$ cat config.mk
export PLATFORM = sky130hd
export DESIGN_NAME = fade_alpha_ramp_timer_top
export DESIGN_NICKNAME = d
export VERILOG_FILES = /design/src/rtl/fdramp_pkg.sv /design/src/rtl/fdramp_alu.sv /design/src/rtl/fade_alpha_ramp_timer_top.sv
export VERILOG_INCLUDE_DIRS = /design/src /design/src/rtl
export SDC_FILE = /design/constraint.sdc
export NUM_CORES = 1
export LEC_CHECK = 0
export BUFFER_PORTS_ARGS = -buffer_cell sky130_fd_sc_hd__buf_4
export CORE_UTILIZATION = 38
export DETAILED_ROUTE_END_ITERATION = 12
export GPL_TIMING_DRIVEN = 0
export PLACE_DENSITY_LB_ADDON = 0.1
export SLEW_MARGIN = 5
export SYNTH_ARGS = -nofsm -noshare
export SYNTH_HDL_FRONTEND = slang
export SYNTH_SLANG_ARGS = --single-unit
$ cat constraint.sdc
create_clock -name clk -period 12.5 [get_ports clk]
set_clock_uncertainty 0.2 [all_clocks]
set_input_delay 1.875 -clock clk [delete_from_list [all_inputs] [get_ports clk]]
set_output_delay 1.875 -clock clk [all_outputs]
set_load 0.005 [all_outputs]
$ cat src/rtl/fade_alpha_ramp_timer_top_assert.svh
// assertion macros for the fade alpha ramp timer
`ifndef FADE_ALPHA_RAMP_TIMER_TOP_ASSERT_SVH
`define FADE_ALPHA_RAMP_TIMER_TOP_ASSERT_SVH

// same-cycle implication, checked out of reset
`define FDR_ASSERT_NOW(lbl, ante, cons, msg) \
  lbl: assert property (@(posedge clk) disable iff (!rst_n) (ante) |-> (cons)) else $error(msg);

// next-cycle implication, checked out of reset
`define FDR_ASSERT_NEXT(lbl, ante, cons, msg) \
  lbl: assert property (@(posedge clk) disable iff (!rst_n) (ante) |=> (cons)) else $error(msg);

`endif

$ cat src/rtl/fdramp_pkg.sv
// package for the fade alpha ramp timer: widths, codes, sequencer states, alu types
`timescale 1ns / 1ps
`default_nettype none

package fdramp_pkg;

  localparam int TIME_W  = 16;
  localparam int ELAP_W  = TIME_W + 4;
  localparam int RAMP_W  = TIME_W + 2;
  localparam int ALPHA_W = 8;
  localparam int REM_W   = RAMP_W + ALPHA_W;
  localparam int DIV_W   = RAMP_W + ALPHA_W - 1;
  localparam int ALU_W   = REM_W + 1;
  localparam int CNT_W   = $clog2(ALPHA_W);

  localparam logic [ALPHA_W:0]   NO_ALPHA  = '1;
  localparam logic [ALPHA_W-1:0] ALPHA_MAX = '1;
  localparam logic [ALPHA_W-1:0] ALPHA_MIN = '0;

  localparam logic [1:0] MODE_IN    = 2'd0;
  localparam logic [1:0] MODE_OUT   = 2'd1;
  localparam logic [1:0] MODE_OUTIN = 2'd2;
  localparam logic [1:0] MODE_NONE  = 2'd3;

  localparam logic [1:0] REG_MODE  = 2'd0;
  localparam logic [1:0] REG_FADE  = 2'd1;
  localparam logic [1:0] REG_DARK  = 2'd2;
  localparam logic [1:0] REG_SPARE = 2'd3;

  localparam logic REQ_START = 1'b0;
  localparam logic REQ_TICK  = 1'b1;

  typedef enum logic [3:0] {
    ST_IDLE,
    ST_ELAP,
    ST_RAMP,
    ST_TOT,
    ST_CMP,
    ST_PH1,
    ST_PH2,
    ST_NUM,
    ST_CLAMP,
    ST_MUL,
    ST_DIV,
    ST_DONE
  } st_t;

  typedef struct packed {
    logic [ALU_W-1:0] a;
    logic [ALU_W-1:0] b;
    logic             sub;
  } alu_req_t;

  typedef struct packed {
    logic [ALU_W-1:0] val;
    logic             carry;
    logic             borrow;
  } alu_res_t;

endpackage

`default_nettype wire

$ cat src/rtl/fdramp_alu.sv
// shared add / subtract-compare unit of the fade timer
`timescale 1ns / 1ps
`default_nettype none

module fdramp_alu (
  input  wire fdramp_pkg::alu_req_t req,
  output fdramp_pkg::alu_res_t      res
);

  logic [fdramp_pkg::ALU_W-1:0] b_eff;
  logic [fdramp_pkg::ALU_W:0]   full;

  always_comb begin
    b_eff      = req.sub ? ~req.b : req.b;
    full       = {1'b0, req.a} + {1'b0, b_eff} + {{fdramp_pkg::ALU_W{1'b0}}, req.sub};
    res.val    = full[fdramp_pkg::ALU_W-1:0];
    res.carry  = full[fdramp_pkg::ALU_W];
    // a - b borrows when there is no carry out
    res.borrow = req.sub & ~full[fdramp_pkg::ALU_W];
  end

endmodule

`default_nettype wire

$ cat src/rtl/fade_alpha_ramp_timer_top.sv
// fade alpha ramp timer top level: config registers, sequencer and result register
//
// Input channel (in_valid / in_stall): in_req_type start (0) or tick (1),
// in_delta_ticks is the tick length. One result per transaction on the output
// channel (out_valid / out_stall): out_alpha, out_alpha_updated, out_active.
// Configuration: cfg_we writes cfg_data into register cfg_index
// (0 fade_mode, 1 fade_time, 2 darken_time); write only while the block is idle.
// A tick while not running goes straight to the result register; for a start or
// running tick the single shared add/subtract unit does the elapsed update (ticks
// only), ramp, total, phase compares, 255*num and eight restoring divide steps for
// alpha = floor(255*num/ramp). out_valid rises as a result enters the output register.
// One item at a time: in_stall is high from acceptance until the result is
// moved into the output register, so no new item is taken before then.
// A finished result waits in the output register while out_stall is high; the
// next item is still accepted, but its result is held back until the slot frees.
// Reset clears the config registers, elapsed time and running flag, and marks
// that no alpha has been produced yet (held alpha reads as 0).
`timescale 1ns / 1ps
`default_nettype none

module fade_alpha_ramp_timer_top (
  input  wire                               clk,
  input  wire                               rst_n,
  input  wire                               cfg_we,
  input  wire  [1:0]                        cfg_index,
  input  wire  [fdramp_pkg::TIME_W-1:0]     cfg_data,
  input  wire                               in_valid,
  output logic                              in_stall,
  input  wire                               in_req_type,
  input  wire  [fdramp_pkg::TIME_W-1:0]     in_delta_ticks,
  output logic                              out_valid,
  input  wire                               out_stall,
  output logic [fdramp_pkg::ALPHA_W-1:0]    out_alpha,
  output logic                              out_alpha_updated,
  output logic                              out_active
);

`include "fade_alpha_ramp_timer_top_assert.svh"

  localparam int TW = fdramp_pkg::TIME_W;
  localparam int EW = fdramp_pkg::ELAP_W;
  localparam int RW = fdramp_pkg::RAMP_W;
  localparam int AW = fdramp_pkg::ALPHA_W;
  localparam int XW = fdramp_pkg::REM_W;
  localparam int DW = fdramp_pkg::DIV_W;
  localparam int UW = fdramp_pkg::ALU_W;
  localparam int CW = fdramp_pkg::CNT_W;

  // configuration registers
  logic [1:0]    fade_mode_r;
  logic [TW-1:0] fade_time_r;
  logic [TW-1:0] darken_time_r;

  always_ff @(posedge clk) begin
    if (!rst_n) begin
      fade_mode_r   <= fdramp_pkg::MODE_IN;
      fade_time_r   <= '0;
      darken_time_r <= '0;
    end else if (cfg_we) begin
      unique case (cfg_index)
        fdramp_pkg::REG_MODE:  fade_mode_r   <= cfg_data[1:0];
        fdramp_pkg::REG_FADE:  fade_time_r   <= cfg_data;
        fdramp_pkg::REG_DARK:  darken_time_r <= cfg_data;
        fdramp_pkg::REG_SPARE: ;
        default: ;
      endcase
    end
  end

  fdramp_pkg::st_t state_r, state_nxt;

  logic          running_r, running_nxt;
  logic [EW-1:0] elapsed_r, elapsed_nxt;
  logic [AW:0]   last_alpha_r, last_alpha_nxt;

  logic [TW-1:0] delta_r, delta_nxt;
  logic [RW-1:0] ramp_r, ramp_nxt;
  logic [EW-1:0] acc_r, acc_nxt;
  logic [EW-1:0] num_r, num_nxt;
  logic [XW-1:0] rem_r, rem_nxt;
  logic [DW-1:0] div_r, div_nxt;
  logic [AW-2:0] q_r, q_nxt;
  logic [CW-1:0] cnt_r, cnt_nxt;
  logic          fadein_r, fadein_nxt;

  logic [AW-1:0] res_alpha_r, res_alpha_nxt;
  logic          res_upd_r, res_upd_nxt;
  logic          res_act_r, res_act_nxt;

  logic          out_valid_r, out_valid_nxt;
  logic [AW-1:0] out_alpha_r, out_alpha_nxt;
  logic          out_upd_r, out_upd_nxt;
  logic          out_act_r, out_act_nxt;

  fdramp_pkg::alu_req_t alu_req;
  fdramp_pkg::alu_res_t alu_res;

  fdramp_alu u_alu (
    .req (alu_req),
    .res (alu_res)
  );

  logic [RW-1:0] f4;
  logic [RW-1:0] d4;
  logic [AW-1:0] held_alpha;
  logic          fin_en;
  logic          fin_stop;
  logic [AW-1:0] fin_alpha;
  logic          div_bit;

  assign f4         = {fade_time_r, 2'b00};
  assign d4         = {darken_time_r, 2'b00};
  assign held_alpha = (last_alpha_r == fdramp_pkg::NO_ALPHA) ? fdramp_pkg::ALPHA_MIN
                                                            : last_alpha_r[AW-1:0];
  assign div_bit    = ~alu_res.borrow;

  always_ff @(posedge clk) begin
    if (!rst_n) begin
      state_r      <= fdramp_pkg::ST_IDLE;
      running_r    <= 1'b0;
      elapsed_r    <= '0;
      last_alpha_r <= fdramp_pkg::NO_ALPHA;
      out_valid_r  <= 1'b0;
    end else begin
      state_r      <= state_nxt;
      running_r    <= running_nxt;
      elapsed_r    <= elapsed_nxt;
      last_alpha_r <= last_alpha_nxt;
      out_valid_r  <= out_valid_nxt;
    end
  end

  always_ff @(posedge clk) begin
    delta_r     <= delta_nxt;
    ramp_r      <= ramp_nxt;
    acc_r       <= acc_nxt;
    num_r       <= num_nxt;
    rem_r       <= rem_nxt;
    div_r       <= div_nxt;
    q_r         <= q_nxt;
    cnt_r       <= cnt_nxt;
    fadein_r    <= fadein_nxt;
    res_alpha_r <= res_alpha_nxt;
    res_upd_r   <= res_upd_nxt;
    res_act_r   <= res_act_nxt;
    out_alpha_r <= out_alpha_nxt;
    out_upd_r   <= out_upd_nxt;
    out_act_r   <= out_act_nxt;
  end

  always_comb begin
    state_nxt      = state_r;
    running_nxt    = running_r;
    elapsed_nxt    = elapsed_r;
    last_alpha_nxt = last_alpha_r;
    delta_nxt      = delta_r;
    ramp_nxt       = ramp_r;
    acc_nxt        = acc_r;
    num_nxt        = num_r;
    rem_nxt        = rem_r;
    div_nxt        = div_r;
    q_nxt          = q_r;
    cnt_nxt        = cnt_r;
    fadein_nxt     = fadein_r;
    res_alpha_nxt  = res_alpha_r;
    res_upd_nxt    = res_upd_r;
    res_act_nxt    = res_act_r;
    out_valid_nxt  = out_valid_r;
    out_alpha_nxt  = out_alpha_r;
    out_upd_nxt    = out_upd_r;
    out_act_nxt    = out_act_r;
    alu_req        = '0;
    fin_en         = 1'b0;
    fin_stop       = 1'b0;
    fin_alpha      = fdramp_pkg::ALPHA_MIN;
    in_stall       = (state_r != fdramp_pkg::ST_IDLE);

    if (out_valid_r && !out_stall) begin
      out_valid_nxt = 1'b0;
    end

    unique case (state_r)
      fdramp_pkg::ST_IDLE: begin
        if (in_valid) begin
          delta_nxt = in_delta_ticks;
          if (in_req_type == fdramp_pkg::REQ_START) begin
            elapsed_nxt    = '0;
            running_nxt    = 1'b1;
            last_alpha_nxt = fdramp_pkg::NO_ALPHA;
            state_nxt      = fdramp_pkg::ST_RAMP;
          end else if (!running_r) begin
            fin_stop = 1'b1;
          end else begin
            state_nxt = fdramp_pkg::ST_ELAP;
          end
        end
      end

      fdramp_pkg::ST_ELAP: begin
        alu_req.a = UW'(elapsed_r);
        alu_req.b = UW'({delta_r, 2'b00});
        // saturate at all ones, which lies beyond every total
        if (|alu_res.val[UW-1:EW]) begin
          elapsed_nxt = '1;
        end else begin
          elapsed_nxt = alu_res.val[EW-1:0];
        end
        state_nxt = fdramp_pkg::ST_RAMP;
      end

      fdramp_pkg::ST_RAMP: begin
        alu_req.a = UW'(fade_time_r);
        alu_req.b = UW'({fade_time_r, 1'b0});
        ramp_nxt  = alu_res.val[RW-1:0];
        state_nxt = fdramp_pkg::ST_TOT;
      end

      fdramp_pkg::ST_TOT: begin
        unique case (fade_mode_r)
          fdramp_pkg::MODE_IN: begin
            alu_req.a = UW'(f4);
          end
          fdramp_pkg::MODE_OUT: begin
            alu_req.a = UW'(f4);
            alu_req.b = UW'(d4);
          end
          fdramp_pkg::MODE_OUTIN: begin
            alu_req.a = UW'({f4, 1'b0});
            alu_req.b = UW'(d4);
          end
          fdramp_pkg::MODE_NONE: ;
          default: ;
        endcase
        acc_nxt   = alu_res.val[EW-1:0];
        state_nxt = fdramp_pkg::ST_CMP;
      end

      fdramp_pkg::ST_CMP: begin
        alu_req.a   = UW'(acc_r);
        alu_req.b   = UW'(elapsed_r);
        alu_req.sub = 1'b1;
        fadein_nxt  = 1'b0;
        if (alu_res.borrow) begin
          // elapsed passed the total: fade is over
          running_nxt = 1'b0;
          fin_stop    = 1'b1;
        end else begin
          unique case (fade_mode_r)
            fdramp_pkg::MODE_IN: begin
              acc_nxt   = elapsed_r;
              state_nxt = fdramp_pkg::ST_NUM;
            end
            fdramp_pkg::MODE_OUT: begin
              num_nxt   = elapsed_r;
              state_nxt = fdramp_pkg::ST_CLAMP;
            end
            fdramp_pkg::MODE_OUTIN: begin
              state_nxt = fdramp_pkg::ST_PH1;
            end
            fdramp_pkg::MODE_NONE: begin
              fin_en    = 1'b1;
              fin_alpha = fdramp_pkg::ALPHA_MIN;
            end
            default: ;
          endcase
        end
      end

      fdramp_pkg::ST_PH1: begin
        alu_req.a   = UW'(elapsed_r);
        alu_req.b   = UW'(f4);
        alu_req.sub = 1'b1;
        if (alu_res.borrow) begin
          num_nxt   = elapsed_r;
          state_nxt = fdramp_pkg::ST_CLAMP;
        end else begin
          acc_nxt   = alu_res.val[EW-1:0];
          state_nxt = fdramp_pkg::ST_PH2;
        end
      end

      fdramp_pkg::ST_PH2: begin
        alu_req.a   = UW'(acc_r);
        alu_req.b   = UW'(d4);
        alu_req.sub = 1'b1;
        if (alu_res.borrow) begin
          // dark hold
          fin_en    = 1'b1;
          fin_alpha = fdramp_pkg::ALPHA_MAX;
        end else begin
          acc_nxt   = alu_res.val[EW-1:0];
          state_nxt = fdramp_pkg::ST_NUM;
        end
      end

      fdramp_pkg::ST_NUM: begin
        // fade-in part: num = 4F - time into the phase, never negative here
        alu_req.a   = UW'(f4);
        alu_req.b   = UW'(acc_r);
        alu_req.sub = 1'b1;
        num_nxt     = alu_res.val[EW-1:0];
        fadein_nxt  = 1'b1;
        state_nxt   = fdramp_pkg::ST_CLAMP;
      end

      fdramp_pkg::ST_CLAMP: begin
        alu_req.a   = UW'(num_r);
        alu_req.b   = UW'(ramp_r);
        alu_req.sub = 1'b1;
        if (ramp_r == '0) begin
          fin_en    = 1'b1;
          fin_alpha = fadein_r ? fdramp_pkg::ALPHA_MAX : fdramp_pkg::ALPHA_MIN;
        end else if (!alu_res.borrow) begin
          fin_en    = 1'b1;
          fin_alpha = fdramp_pkg::ALPHA_MAX;
        end else if (num_r == '0) begin
          fin_en    = 1'b1;
          fin_alpha = fdramp_pkg::ALPHA_MIN;
        end else begin
          state_nxt = fdramp_pkg::ST_MUL;
        end
      end

      fdramp_pkg::ST_MUL: begin
        // 255*num as (num << 8) - num; num < ramp here
        alu_req.a   = UW'({num_r[RW-1:0], {AW{1'b0}}});
        alu_req.b   = UW'(num_r[RW-1:0]);
        alu_req.sub = 1'b1;
        rem_nxt     = alu_res.val[XW-1:0];
        div_nxt     = {ramp_r, {(AW-1){1'b0}}};
        q_nxt       = '0;
        cnt_nxt     = CW'(AW - 1);
        state_nxt   = fdramp_pkg::ST_DIV;
      end

      fdramp_pkg::ST_DIV: begin
        // restoring divide, one quotient bit per cycle, msb first
        alu_req.a   = UW'(rem_r);
        alu_req.b   = UW'(div_r);
        alu_req.sub = 1'b1;
        if (div_bit) begin
          rem_nxt = alu_res.val[XW-1:0];
        end
        q_nxt   = {q_r[AW-3:0], div_bit};
        div_nxt = div_r >> 1;
        if (cnt_r == '0) begin
          fin_en    = 1'b1;
          fin_alpha = {q_r, div_bit};
        end else begin
          cnt_nxt = cnt_r - 1'b1;
        end
      end

      fdramp_pkg::ST_DONE: begin
        if (!out_valid_r || !out_stall) begin
          out_valid_nxt = 1'b1;
          out_alpha_nxt = res_alpha_r;
          out_upd_nxt   = res_upd_r;
          out_act_nxt   = res_act_r;
          state_nxt     = fdramp_pkg::ST_IDLE;
        end
      end

      default: begin
        state_nxt = fdramp_pkg::ST_IDLE;
      end
    endcase

    if (fin_stop) begin
      res_alpha_nxt = held_alpha;
      res_upd_nxt   = 1'b0;
      res_act_nxt   = 1'b0;
      state_nxt     = fdramp_pkg::ST_DONE;
    end else if (fin_en) begin
      res_alpha_nxt  = fin_alpha;
      res_upd_nxt    = ({1'b0, fin_alpha} != last_alpha_r);
      res_act_nxt    = 1'b1;
      last_alpha_nxt = {1'b0, fin_alpha};
      state_nxt      = fdramp_pkg::ST_DONE;
    end
  end

  assign out_valid         = out_valid_r;
  assign out_alpha         = out_alpha_r;
  assign out_alpha_updated = out_upd_r;
  assign out_active        = out_act_r;

  `FDR_ASSERT_NEXT(a_done_loads_out, (state_r == fdramp_pkg::ST_DONE) && (!out_valid_r || !out_stall), out_valid && (state_r == fdramp_pkg::ST_IDLE), "result not loaded into output register")
  `FDR_ASSERT_NOW(a_active_needs_running, (state_r == fdramp_pkg::ST_DONE) && res_act_r, running_r, "active result while not running")
  `FDR_ASSERT_NOW(a_div_nonzero_ramp, (state_r == fdramp_pkg::ST_DIV), ramp_r != '0, "divide step with zero ramp")
  `FDR_ASSERT_NOW(a_inactive_no_update, out_valid && !out_active, !out_alpha_updated, "update flagged on inactive transaction")

endmodule

`default_nettype wire
==> flow_metrics.env, run 1 <==
export IMPL_syn2layout_area_growth_pct=15.73
export IMPL_drt_iter0_markers=1293
export IMPL_syn_area_per_cell_um2=9.487
export IMPL_tightest_slew_ns=1.342
export IMPL_final_area_mm2=0.01431
export IMPL_path_cells="clkinv_1, clkbuf_1, ha_1, and3_1, nor2_1, nor3_1, clkbuf_1, a221oi_1, xnor2_1, ha_1, nand2_1, nor2_1, nand3_1, a2111oi_2, o2111ai_1, and2_1, buf_4, a21oi_1, nand2_1, o31a_1"
export IMPL_slew_violations=0
export IMPL_power_per_cell_area_mw_per_mm2=247.7
export IMPL_clock_latency_ns=0.57
export IMPL_ys_types=77
export IMPL_crit_slowest_cell="nor3_1"
export IMPL_final_cell_mix="nand2_1, edfxtp_1, a21oi_1"
export IMPL_place_area_mm2=0.01340
export IMPL_setup_tns_final_ns=0
export IMPL_std_cell_rows=65
export IMPL_cap_violations=0
export IMPL_path_max_fanout=12
export IMPL_first_global_vias=10724
export IMPL_clk_pin_slew_worst_paths_ns=0.06
export IMPL_cp_arrival_ns=8.63
export IMPL_yosys_warnings=0
export IMPL_final_setup_worst_slack_ns=4.083
export IMPL_syn_nets=1379
export IMPL_cts_buffers=26
export IMPL_place_congestion=0.9552
export IMPL_start_util=0.3887
export IMPL_dpl_cell_count=1792
export IMPL_htreeDepth=1
export IMPL_antenna_left=0
export IMPL_clockRootBuffer="clkbuf_16"
export IMPL_clock_sinks=225
export IMPL_die_y_um=182.4
export IMPL_drive_above_1_share=0.09253
export IMPL_syn_instance_count=1303
export IMPL_finalCritPeriodShare=0.6734
export IMPL_grt_first_pass_wirelength_mm=69.88
export IMPL_mostFrequentLayoutCell="nand2_1"
export IMPL_via_count=11164
export IMPL_antenna_found_initial=2
export IMPL_ios=52
export IMPL_routedWlPerCell_um=25.41
export IMPL_fp_dieArea_mm2=0.03326
export IMPL_clk_path_buf_depth=3
export IMPL_cp_top_family="simple AND/OR/NAND/NOR gates"
export IMPL_peakVddDrop_v=0.0001103
export IMPL_syn_cell_area_mm2=0.01236
export IMPL_grtUsageTotal=0.2836
export IMPL_ys_ff_latch=225
export IMPL_hp_class="register to register"
export IMPL_layout_min_cycle_time_ns=8.417
export IMPL_cp_start_kind="register"
export IMPL_p_leak_uw=0.005302
export IMPL_cts_resized=0
export IMPL_die_w_um=182.4
export IMPL_slew_headroom=0.09843
export IMPL_async_flop_share=0
export IMPL_hpwlAfterDp_mm=34.60
export IMPL_cts_hold_buf=0
export IMPL_slowest_delay_ns=1.01
export IMPL_vias_per_cell=6.064
export IMPL_crit_required_ns=12.72
export IMPL_ys_seq_area_frac=0.4891
export IMPL_tritoncts="done"
export IMPL_endpoint_kind="register"
export IMPL_critical_path_class="register to register"
export IMPL_post_cts_buffers=0
export IMPL_crit_buf_inv=4
export IMPL_dr_pass1_iters=8
export IMPL_layout_nets=1461
export IMPL_rsz0062_at_grt="false"
export IMPL_routed_wl_mm=46.79
export IMPL_grt_ovfl_total=0
export IMPL_place_ws_ns=4.280
export IMPL_status="finished clean"
export IMPL_core_area_mm2=0.03180
export IMPL_grt_max_degree=33
export IMPL_finalSetupViolCount=0
export IMPL_port_buffer_count=51
export IMPL_synth_main_ff_cell="edfxtp_1"
export IMPL_final_cells=1841
export IMPL_finalHoldViolations=0
export IMPL_total_power_uw=3543
export IMPL_fmax_ghz=0.1188
export IMPL_synth_edf_count=154
export IMPL_drc=0
==> synthesized netlist by cell type (all sizes together) (2+ instances only) <==
library cell	count	area share
nand2	252	0.077
edfxtp	154	0.37
o21ai	92	0.037
a21oi	80	0.033
dfxtp	71	0.11
clkbuf	59	0.018
inv	50	0.015
nor2	49	0.015
a22oi	42	0.026
nand3	41	0.017
a21boi	35	0.021
ha	35	0.035
xnor2	30	0.021
nor2b	29	0.015
a221oi	28	0.020
a222oi	25	0.020
a22o	22	0.016
nand4	22	0.011
buf	16	0.0060
and2	15	0.0076
nor4	14	0.0076
xor2	14	0.0099
nand2b	12	0.0061
nor3	10	0.0040
a21o	8	0.0049
and3	8	0.0040
a211oi	7	0.0047
mux2i	7	0.0057
o21bai	7	0.0043
nand3b	6	0.0036
a2111oi	5	0.0040
a31oi	5	0.0025
o31ai	5	0.0034
o211ai	4	0.0024
o21a	4	0.0024
a211o	3	0.0021
and3b	3	0.0021
nor3b	3	0.0018
a32oi	2	0.0014
a41oi	2	0.0020
and4	2	0.0014
o22ai	2	0.0010
o31a	2	0.0014
or2	2	0.0010
==> sequential cells by signal, summed over array words and instances (netlist names) <==
signal             count
res_act_r              1
fade_time_r           16
res_alpha_r            8
state_r                4
acc_r                 20
delta_r               16
out_valid              1
num_r                 20
last_alpha_r           9
running_r              1
div_r                 25
cnt_r                  3
darken_time_r         16
out_alpha              8
res_upd_r              1
fadein_r               1
ramp_r                18
out_alpha_updated      1
elapsed_r             20
rem_r                 26
fade_mode_r            2
q_r                    7
out_active             1
==> through the flow <==
step                  util  hold slack (ns)
detailed placement  0.4214           0.2065
floorplan                -           0.2003
global route        0.4498           0.2226
CTS                 0.4493           0.2198
global placement    0.4179           0.2033
finish              0.4499           0.2186
==> report_power, final <==
group | total, uW | leakage, uW | switching, uW | internal [uW]
logic | 1500 | 0.00286 | 1020 | 476
clock network | 801 | 0.000435 | 326 | 475
registers | 1240 | 0.00201 | 139 | 1100
==> logic make-up after synthesis <==
kind of cell	count (synthesis)	synth area share
DFF	225	0.4891
buffers and inverters	126	0.03937
AOI/OAI and AO/OA	391	0.2195
adders and majority gates	36	0.03704
muxes	7	0.005668
and+or+nand+nor	474	0.1781
xor gates and xnor gates	44	0.03117
==> routing by layer <==
layer  GRT usage  wire length, um  vias to the layer above
met1      0.3714            18830                     5304
met5           0                0                        -
li1            -                -                     5022
met4      0.1486             2621                        0
met3     0.05428             4704                      155
met2      0.4448            20630                      683
==> area by class of cell <==
cell class / instances / area, um^2
multi-input cells: 952 / 5887
inverters: 51 / 191.4
clock buffers: 37 / 742.0
fillers: 3160 / 17490
repair buffers: 54 / 452.9
clock inverters: 11 / 143.9
diodes: 1 / 2.502
plain buffers: 75 / 296.5
flip-flops and latches: 225 / 6046
well taps: 435 / 544.3
==> worst register-to-register path, cell delays in order (launching register included) <==
cell and delay (ns):
dfxtp_1 0.51, clkinv_1 0.37, clkbuf_1 0.50, ha_1 0.47, and3_1 0.18, nor2_1 0.04, nor3_1 1.01, clkbuf_1 0.46
a221oi_1 0.21, xnor2_1 0.18, ha_1 0.43, nand2_1 0.12, nor2_1 0.40, nand3_1 0.17, a2111oi_2 0.77, o2111ai_1 0.53
and2_1 0.32, buf_4 0.18, a21oi_1 0.36, nand2_1 0.44, o31a_1 0.42
==> worst paths after layout <==
path,slack [ns],endpoint,from,depth (start not counted)
min reg2reg,0.22,out_alpha[7],res_alpha_r[7],0
max reg2reg,4.08,state_r[0],fade_mode_r[1],20
max,4.08,state_r[0],fade_mode_r[1],20
min,0.22,out_alpha[7],res_alpha_r[7],0
(Power assumes the default switching activity.)
==> inputs of run 2 (changes only) <==
==> constraint.sdc (replaced) <==
create_clock -name clk -period 8 [get_ports clk]
set_clock_uncertainty 0.2 [all_clocks]
set_input_delay 1.2 -clock clk [delete_from_list [all_inputs] [get_ports clk]]
set_output_delay 1.2 -clock clk [all_outputs]
set_load 0.005 [all_outputs]
==> run 2 against run 1 <==
Compared with the run above:
- core utilization increased by 0.071 points
- count of clock-buffer cells in the layout unchanged
- combinational power up 57%
- die area unchanged
- flip-flop and latch count stayed put
- clock power grew 56%
- non-clock buffer count unchanged
- wire length about the same
- power is 56% higher
- register-to-register slack got worse by 3.8 ns
- first-iteration DRC count is 3.6% higher
- largest cell class unchanged
- largest power group unchanged
==> flow_metrics.env, run 2 (same netlist as run 1, synthesis figures left out) <==
export IMPL_dr_pass1_iters=6
export IMPL_mostFrequentLayoutCell="nand2_1"
export IMPL_power_per_cell_area_mw_per_mm2=386.4
export IMPL_routedWlPerCell_um=25.41
export IMPL_slew_violations=0
export IMPL_hpwlAfterDp_mm=34.60
export IMPL_grtUsageTotal=0.2835
export IMPL_drive_above_1_share=0.09395
export IMPL_cp_top_family="buffers and inverters"
export IMPL_port_buffer_count=51
export IMPL_finalSetupViolCount=0
export IMPL_drt_iter0_markers=1339
export IMPL_clock_latency_ns=0.56
export IMPL_antenna_found_initial=1
export IMPL_die_y_um=182.4
export IMPL_clkPwrFrac=0.225
export IMPL_place_area_mm2=0.01340
export IMPL_path_cells="nor2b_2, nand3_1, inv_2, clkbuf_1, buf_1, buf_1, a222oi_1, nand4_1, ha_1, a21o_1, a21o_1, o21ai_1, o21ai_1, o31ai_1, o21ai_1, mux2i_1, or4b_1, nor4_2, buf_2, a21oi_1"
export IMPL_p_leak_uw=0.005306
export IMPL_start_util=0.3887
export IMPL_antenna_left=0
export IMPL_seq_power_share=0.351
export IMPL_crit_slowest_cell="clkbuf_1"
export IMPL_clock_sinks=225
export IMPL_post_cts_buffers=0
export IMPL_layout_min_cycle_time_ns=7.691
export IMPL_cp_arrival_ns=7.87
export IMPL_clk_path_buf_depth=3
export IMPL_switchingPower_uw=2325
export IMPL_endpoint_kind="register"
export IMPL_clk_pin_slew_worst_paths_ns=0.06
export IMPL_top_regs="rem_r (26), div_r (25)"
export IMPL_grt_ovfl_total=0
export IMPL_hp_class="register to register"
export IMPL_die_w_um=182.4
export IMPL_slowest_delay_ns=0.65
export IMPL_clockRootBuffer="clkbuf_16"
export IMPL_status="finished clean"
export IMPL_cap_violations=0
export IMPL_finalCritPeriodShare=0.9614
export IMPL_first_global_vias=10707
export IMPL_path_max_fanout=10
export IMPL_final_cell_mix="nand2_1, edfxtp_1, a21oi_1"
export IMPL_crit_buf_inv=5
export IMPL_grt_max_degree=33
export IMPL_via_count=11156
export IMPL_switching_share=0.4199
export IMPL_final_core_util=0.4506
export IMPL_cts_buffers=26
export IMPL_crit_required_ns=8.18
export IMPL_syn2layout_area_growth_pct=15.91
export IMPL_layout_nets=1461
export IMPL_diodes=0
export IMPL_grt_first_pass_wirelength_mm=69.83
export IMPL_pwr_share_comb=0.424
export IMPL_peakVddDrop_v=0.0001721
export IMPL_final_cells=1840
export IMPL_internal_power_uw=3212
export IMPL_vias_per_cell=6.063
export IMPL_slew_headroom=0.1534
export IMPL_nFillCells=3158
export IMPL_rsz0062_at_grt="false"
export IMPL_fmax_ghz=0.1300
export IMPL_fp_dieArea_mm2=0.03326
export IMPL_tightest_slew_ns=1.265
export IMPL_largest_register="rem_r"
export IMPL_crit_top_cell="o21ai_1"
export IMPL_htreeDepth=1
export IMPL_routed_wl_mm=46.76
export IMPL_final_area_mm2=0.01433
export IMPL_std_cell_rows=65
export IMPL_place_congestion=0.9552
export IMPL_ios=52
export IMPL_cp_start_kind="register"
export IMPL_core_area_mm2=0.03180
export IMPL_tritoncts="done"
export IMPL_largest_reg_flops=26
export IMPL_critical_path_class="register to register"
export IMPL_drc=0
export IMPL_dpl_cell_count=1792
export IMPL_finalHoldViolations=0
## run 2: cell count changes in the layout (fill, tap and decap cells not counted), sizes merged
| cell | previous run | this run |
|---|---|---|
| diode | 1 | 0 |
## run 2: path summary, 6_finish.rpt
kind | start | end | cells after the start | slack [ns]
worst max-delay path | state_r[2] | elapsed_r[19] | 20 | 0.31
worst min-delay path | res_alpha_r[7] | out_alpha[7] | 0 | 0.22
worst max register to register | state_r[2] | elapsed_r[19] | 20 | 0.31
worst min register to register | res_alpha_r[7] | out_alpha[7] | 0 | 0.22
## run 2: power groups by stage
stage          logic (uW)  clock network, uW  registers [uW]
2_1_floorplan        1560                  0            1850
3_3_place_gp         2230                  0            1960
3_5_place_dp         2290                  0            1950
4_1_cts              2300               1260            1930
5_1_grt              2560               1310            1960
6_report             2350               1250            1940
## run 2: layout make-up
| type | count | area [um^2] | area share |
|---|---|---|---|
| flip-flops and latches | 225 | 6046 | 0.4219 |
| multi-input cells | 952 | 5911 | 0.4125 |
| clock buffers | 37 | 742.0 | 0.05178 |
| well taps | 435 | 544.3 | 0.03798 |
| repair buffers | 54 | 452.9 | 0.03161 |
| plain buffers | 75 | 297.8 | 0.02078 |
| inverters | 51 | 191.4 | 0.01336 |
| clock inverters | 11 | 143.9 | 0.01004 |
## run 2: through the flow
step           setup slack [ns]  hold slack, ns  TNS [ns]  total power [uW]
2_1_floorplan             1.517          0.2003         0              3407
3_3_place_gp             -3.283          0.2033   -155.72              4187
3_5_place_dp            -0.2202          0.2065    -2.619              4238
4_1_cts                  0.1409          0.2198         0              5487
5_1_grt                  0.1264          0.2226         0              5828
6_report                 0.3089          0.2184         0              5537
## run 2: what timing repair did
item,in CTS,in global routing
hold buffers,0,0
cloned,0,0
endpoints found under the setup margin,38,32
gates resized for setup,1,4
## run 2: worst register-to-register path, delay by kind of cell, from the launching register on
kind                       cells  cell delay (ns)
and+or+nand+nor                5             1.48
AOI/OAI and AO/OA              8             2.44
buffers and inverters          5             2.44
muxes                          1             0.17
DFF                            1             0.49
adders and majority gates      1             0.32
## run 2: routing by layer
layer,GRT usage,vias to the layer above,wire length (um)
met4,0.1486,0,2671
met3,0.05268,156,4702
li1,-,5011,-
met2,0.4443,682,20560
met1,0.3725,5307,18820
met5,0,-,0
